<file path="config.mk">
export PLATFORM = sky130hd
export DESIGN_NAME = lbf_sqrt
export DESIGN_NICKNAME = d
export VERILOG_FILES = /design/src/design/lbf_pkg.sv /design/src/design/lbf_sqrt.sv
export SDC_FILE = /design/constraint.sdc
export NUM_CORES = 2
export LEC_CHECK = 0
export BUFFER_PORTS_ARGS = -buffer_cell sky130_fd_sc_hd__buf_2
export CORE_MARGIN = 2
export CORE_UTILIZATION = 35
export CTS_BUF_LIST = sky130_fd_sc_hd__clkbuf_4 sky130_fd_sc_hd__clkbuf_8 sky130_fd_sc_hd__clkbuf_16
export DETAILED_ROUTE_END_ITERATION = 16
export HOLD_SLACK_MARGIN = 0.15
export PLACE_DENSITY_LB_ADDON = 0.15
export SKIP_CTS_REPAIR_TIMING = 1
export SLEW_MARGIN = 25
export SYNTH_ARGS = -nofsm -noshare
export SYNTH_HDL_FRONTEND = slang
export SYNTH_MEMORY_MAX_BITS = 65536
export SYNTH_SLANG_ARGS = --single-unit
</file>
<file path="constraint.sdc">
create_clock -name clk -period 4.3 [get_ports clk]
set_input_delay 1.29 -clock clk [delete_from_list [all_inputs] [get_ports clk]]
set_output_delay 1.29 -clock clk [all_outputs]
set_load 0.02 [all_outputs]
</file>
<file path="src/design/lbf_pkg.sv">
`timescale 1ns / 1ps
// ----------------------------------------------------------------------------
// lbf_pkg
// Shared types, constants and helpers for the lattice bond force pipeline.
// ----------------------------------------------------------------------------
package lbf_pkg;

	localparam int SQ_STAGES  = 32;  // one root bit per stage
	localparam int DIV_STAGES = 33;  // one quotient bit per stage
	// s1..s3, root line, s4..s8, divider with entry register, output register
	localparam int LATENCY    = 3 + (SQ_STAGES + 1) + 5 + (DIV_STAGES + 1) + 1;

	localparam logic [2:0] REG_STIFF1  = 3'd0;
	localparam logic [2:0] REG_STIFF2  = 3'd1;
	localparam logic [2:0] REG_STIFF3  = 3'd2;
	localparam logic [2:0] REG_NL1     = 3'd3;
	localparam logic [2:0] REG_NL23    = 3'd4;
	localparam logic [2:0] REG_REST1   = 3'd5;
	localparam logic [2:0] REG_REST2   = 3'd6;
	localparam logic [2:0] REG_REST3   = 3'd7;

	localparam logic [1:0] SHELL_FIRST  = 2'd0;
	localparam logic [1:0] SHELL_SECOND = 2'd1;
	localparam logic [1:0] SHELL_THIRD  = 2'd2;

	localparam logic [31:0] MAX32 = 32'h7fff_ffff;
	localparam logic [31:0] MIN32 = 32'h8000_0000;

	typedef struct packed {
		logic [31:0] stiff;
		logic [30:0] rest;
		logic [31:0] tk;
		logic [2:0]  neg_d;
		logic [31:0] mx;
		logic [31:0] my;
		logic [31:0] mz;
		logic        want;
		logic        sat;
	} side_t;

	typedef struct packed {
		logic        neg_s;
		logic [2:0]  neg_d;
		logic        zero;
		logic        want;
		logic        sat;
		logic [31:0] en;
	} dside_t;

	// clip to 32-bit signed, flag in the top bit
	function automatic logic [32:0] sat64(input logic signed [63:0] v);
		logic hi;
		logic lo;
		hi = v > $signed({32'd0, MAX32});
		lo = v < $signed({32'hffff_ffff, MIN32});
		if (hi)
			return {1'b1, MAX32};
		else if (lo)
			return {1'b1, MIN32};
		else
			return {1'b0, v[31:0]};
	endfunction

endpackage

</file>
<file path="src/design/lbf_sqrt.sv">
`timescale 1ns / 1ps
// ----------------------------------------------------------------------------
// lbf_sqrt
// Pipelined floor square root of a 64-bit value, one root bit per stage.
// ----------------------------------------------------------------------------
module lbf_sqrt (
	input  logic        clk,
	input  logic        en,
	input  logic [63:0] val,
	output logic [31:0] root
);

	localparam int N = lbf_pkg::SQ_STAGES;

	logic [63:0] v_st    [0:N];
	logic [34:0] rem_st  [0:N];
	logic [31:0] root_st [0:N];

	always_ff @(posedge clk) begin
		if (en) begin
			v_st[0]    <= val;
			rem_st[0]  <= '0;
			root_st[0] <= '0;
		end
	end

	for (genvar i = 1; i <= N; i++) begin : g_stage
		logic [34:0] t;
		logic [34:0] trial;
		logic        ge;
		assign t     = {rem_st[i-1][32:0], v_st[i-1][63:62]};
		assign trial = {1'b0, root_st[i-1], 2'b01};
		assign ge    = t >= trial;
		always_ff @(posedge clk) begin
			if (en) begin
				v_st[i]    <= {v_st[i-1][61:0], 2'b00};
				rem_st[i]  <= ge ? (t - trial) : t;
				root_st[i] <= {root_st[i-1][30:0], ge};
			end
		end
	end

	assign root = root_st[N];

endmodule

</file>
==> run metrics <==
status finished clean; worst min path class flip-flop to flip-flop; crit path time final ~4.0 ns; drt drc 0; f_max 0.249 GHz; Crit path arrival time between 4 and 5 ns; CTS max path bufs 4; Slew headroom between 20% and 30%; R2R Setup Slk 0.28 ns; total number of vias 70800; Tightest Pin Transition about 1.2 ns; clk_skew 0.0531 ns; Initial Utilization roughly a third; worst vdd ir 0.304 mV; hold slack 0.394 ns; filler instances 31500; global route total overflow 0; Highest Signal Layer met4; IO Port Bufs 97; post-synth net total between 9000 and 10000; core area 337000 µm²; htree depth 5; register area ~77000 µm²; setup violators final 0; Worst-path clk slew approximately 0.06 ns; hold depth 0; endpoints failing hold 0; warnings from Yosys 0; leading area contributor after synthesis edfxtp_1; Critical Path Fanout Max 47; CP Class flip-flop to flip-flop; met2 WL post-DR between 100000 and 150000 µm; PD cells around 540 nW/µm²; Sequential Power Share a little under half; largest net degree at the start of global routing 170; critical path capture point type flip-flop; Slowest-stage cell, CP o21ai_0; Final ANT Viol Nets 0; commonest non-fill, non-tap cell in the layout edfxtp_1; post-synth cell types 90; nets around 10000; Vias/cell between 4 and 5; Area Overhead vs Synth 14.1%; cts bufs inserted 300; row cnt approximately 210; clock sinks roughly 2600; met3 wire len approximately 9500 µm; Seq cells post-synth about 2600; RSZ-0062 raised after global routing false; total iterations of the first detailed-routing run 5; crit path launch root_st[0][739]; crit-path cells inv_1 > ha_1 > a21oi_1 > o21ai_0 > a2111oi_0 > buf_4 > o211ai_1 > nand3_1 > a21oi_1 > nor2_2 > buf_12 > o21ai_0; proportion of layout cells with a drive suffix above 1 9.22%; Slew Limit Fails 0; Mapped Avg Cell Area about 13 µm²; combinational power share just under 20%; first-pass GRT wire length around 400000 µm; Hold Startpoint v_st[0][1136]; sequential-to-total area share from yosys stat around two thirds; Die Y 586 µm; clock root buffer clkbuf_16; CP max stage delay 0.54 ns; total negative slack 0 ns; fin crit share about 93%; Leak between 50 and 60 nW; met1 WL ~110000 µm; Worst Setup Start Kind flip-flop; Top FF cell, synth edfxtp_1; area share of the leading cell type in the synthesized netlist around two thirds; multi-input combinational cell area a little under 40000 µm²; max cap viols 0; internal power approximately 53 mW; cell count of the worst reg-to-reg path 12; Routed WL 259000 µm; Area contributors post-synth edfxtp_1 (65%), ha_1 (5.9%), xor2_1 (2.9%); worst reg2reg startpoint root_st[0][739]; Placer Congestion approximately 0.88; antenna violations before repair 2; initial drt markers 5195; EDFF count, synth 2558; overall global routing resource usage 14.8%; Post-Synthesis Cells a little over 9000; WL/cell 18.2 µm; vias in the first global route around 71000; worst skew pair latency 0.90 ns; I/O Pins slightly below 100; Psw roughly 21 mW; most frequent cells in the layout edfxtp_1 (2558), inv_1 (714), nand2_1 (626); Req. time, crit path 4.87 ns; sw frac between 20% and 30%; FFs w/ async S/R, synth 0%; worst hold path endpoint v_st[0][1202]; CTS tree done; clock group share of total power 34.4%; capture point of the worst reg-to-reg path rem_st[0][850]; hpwl dp 187000 µm; Die X 586 µm; die area between 300000 and 400000 µm²; Mapped Area 119000 µm²
[metal layers]
metal / up-vias / global-route usage [%]
met5: - / 0
met4: 0 / 5.03
met3: 450 / 1.88
met2: 1296 / 25.9
met1: 34400 / 19.0
li1: 34600 / -
[worst max-delay path by stage]
stage / to / depth (start not counted) / slack [ns]
after detailed placement: rem_st[0][1114] / 11 / 0.38
after CTS: rem_st[0][1114] / 11 / 0.34
after floorplan: rem_st[0][729] / 10 / 0.96
final: rem_st[0][850] / 12 / 0.28
after global routing: rem_st[0][242] / 9 / 0.15
after global placement: rem_st[0][869] / 13 / 0.43
[power groups by stage]
stage	clock network, mW	logic, mW	registers (mW)
after floorplan	0	10.6	33.0
after global placement	0	14.3	34.1
after detailed placement	0	14.4	34.1
after CTS	26.1	14.5	33.6
after global routing	27.0	16.2	33.9
final	25.2	14.5	33.6
[kinds of logic after synthesis]
kind of cell / synth area share [%]
flip-flops: 64.8
AND/OR/NAND/NOR: 9.83
AO/OA/AOI/OAI: 9.80
buffers and inverters: 2.85
XOR/XNOR: 5.76
adder cells (fa/ha/maj): 5.92
multiplexers: 1.04
other: 0.00316
[stage by stage]
stage                     setup WS (ns)  total power [mW]  instance area (µm²)  util, %  instances
final                             0.283              73.2               135000     40.1      14200
after detailed placement          0.379              48.6               125000     37.2      13700
after floorplan                   0.959              43.6               119000        -       9105
after global routing              0.154              77.2               135000     40.1      14200
after global placement            0.432              48.4               125000     37.2      13700
after CTS                         0.340              74.3               135000     40.1      14200
[worst max-delay path: cells and delay by family (launching register included)]
| family | cells | cell delay, ns |
|---|---|---|
| AOI/OAI and AO/OA | 6 | 2.05 |
| DFF | 1 | 0.51 |
| buffers and inverters | 3 | 0.48 |
| adders and majority gates | 1 | 0.36 |
| and+or+nand+nor | 2 | 0.30 |
[synth_stat cells (101+ instances only)]
| master | n |
|---|---|
| nand3_1 | 139 |
| nor2_1 | 511 |
| o21ai_0 | 508 |
| nor3_1 | 241 |
| a21o_1 | 266 |
| o21a_1 | 106 |
| nand2_1 | 626 |
| xnor2_1 | 382 |
| a21oi_1 | 531 |
| or3_1 | 105 |
| nor4_1 | 116 |
| xor2_1 | 397 |
| inv_1 | 714 |
| clkbuf_1 | 151 |
| nand4_1 | 101 |
| edfxtp_1 | 2558 |
| nand2b_1 | 115 |
| ha_1 | 561 |
[flip-flops by register name, summed over array words and instances, names as in the netlist]
register,flops
root_st,528
rem_st,974
v_st,1056
[cell type report]
class                      instances  share of cell area (%)
antenna                            1                 0.00185
clock buffer                     351                    5.91
clock inverter                   188                    1.32
inverter                         717                    1.99
multi-input combinational       5653                    28.4
sequential                      2558                    56.8
tap                             4515                    4.18
timing repair buffer             228                    1.37
Power figures use the tool's default switching activity.
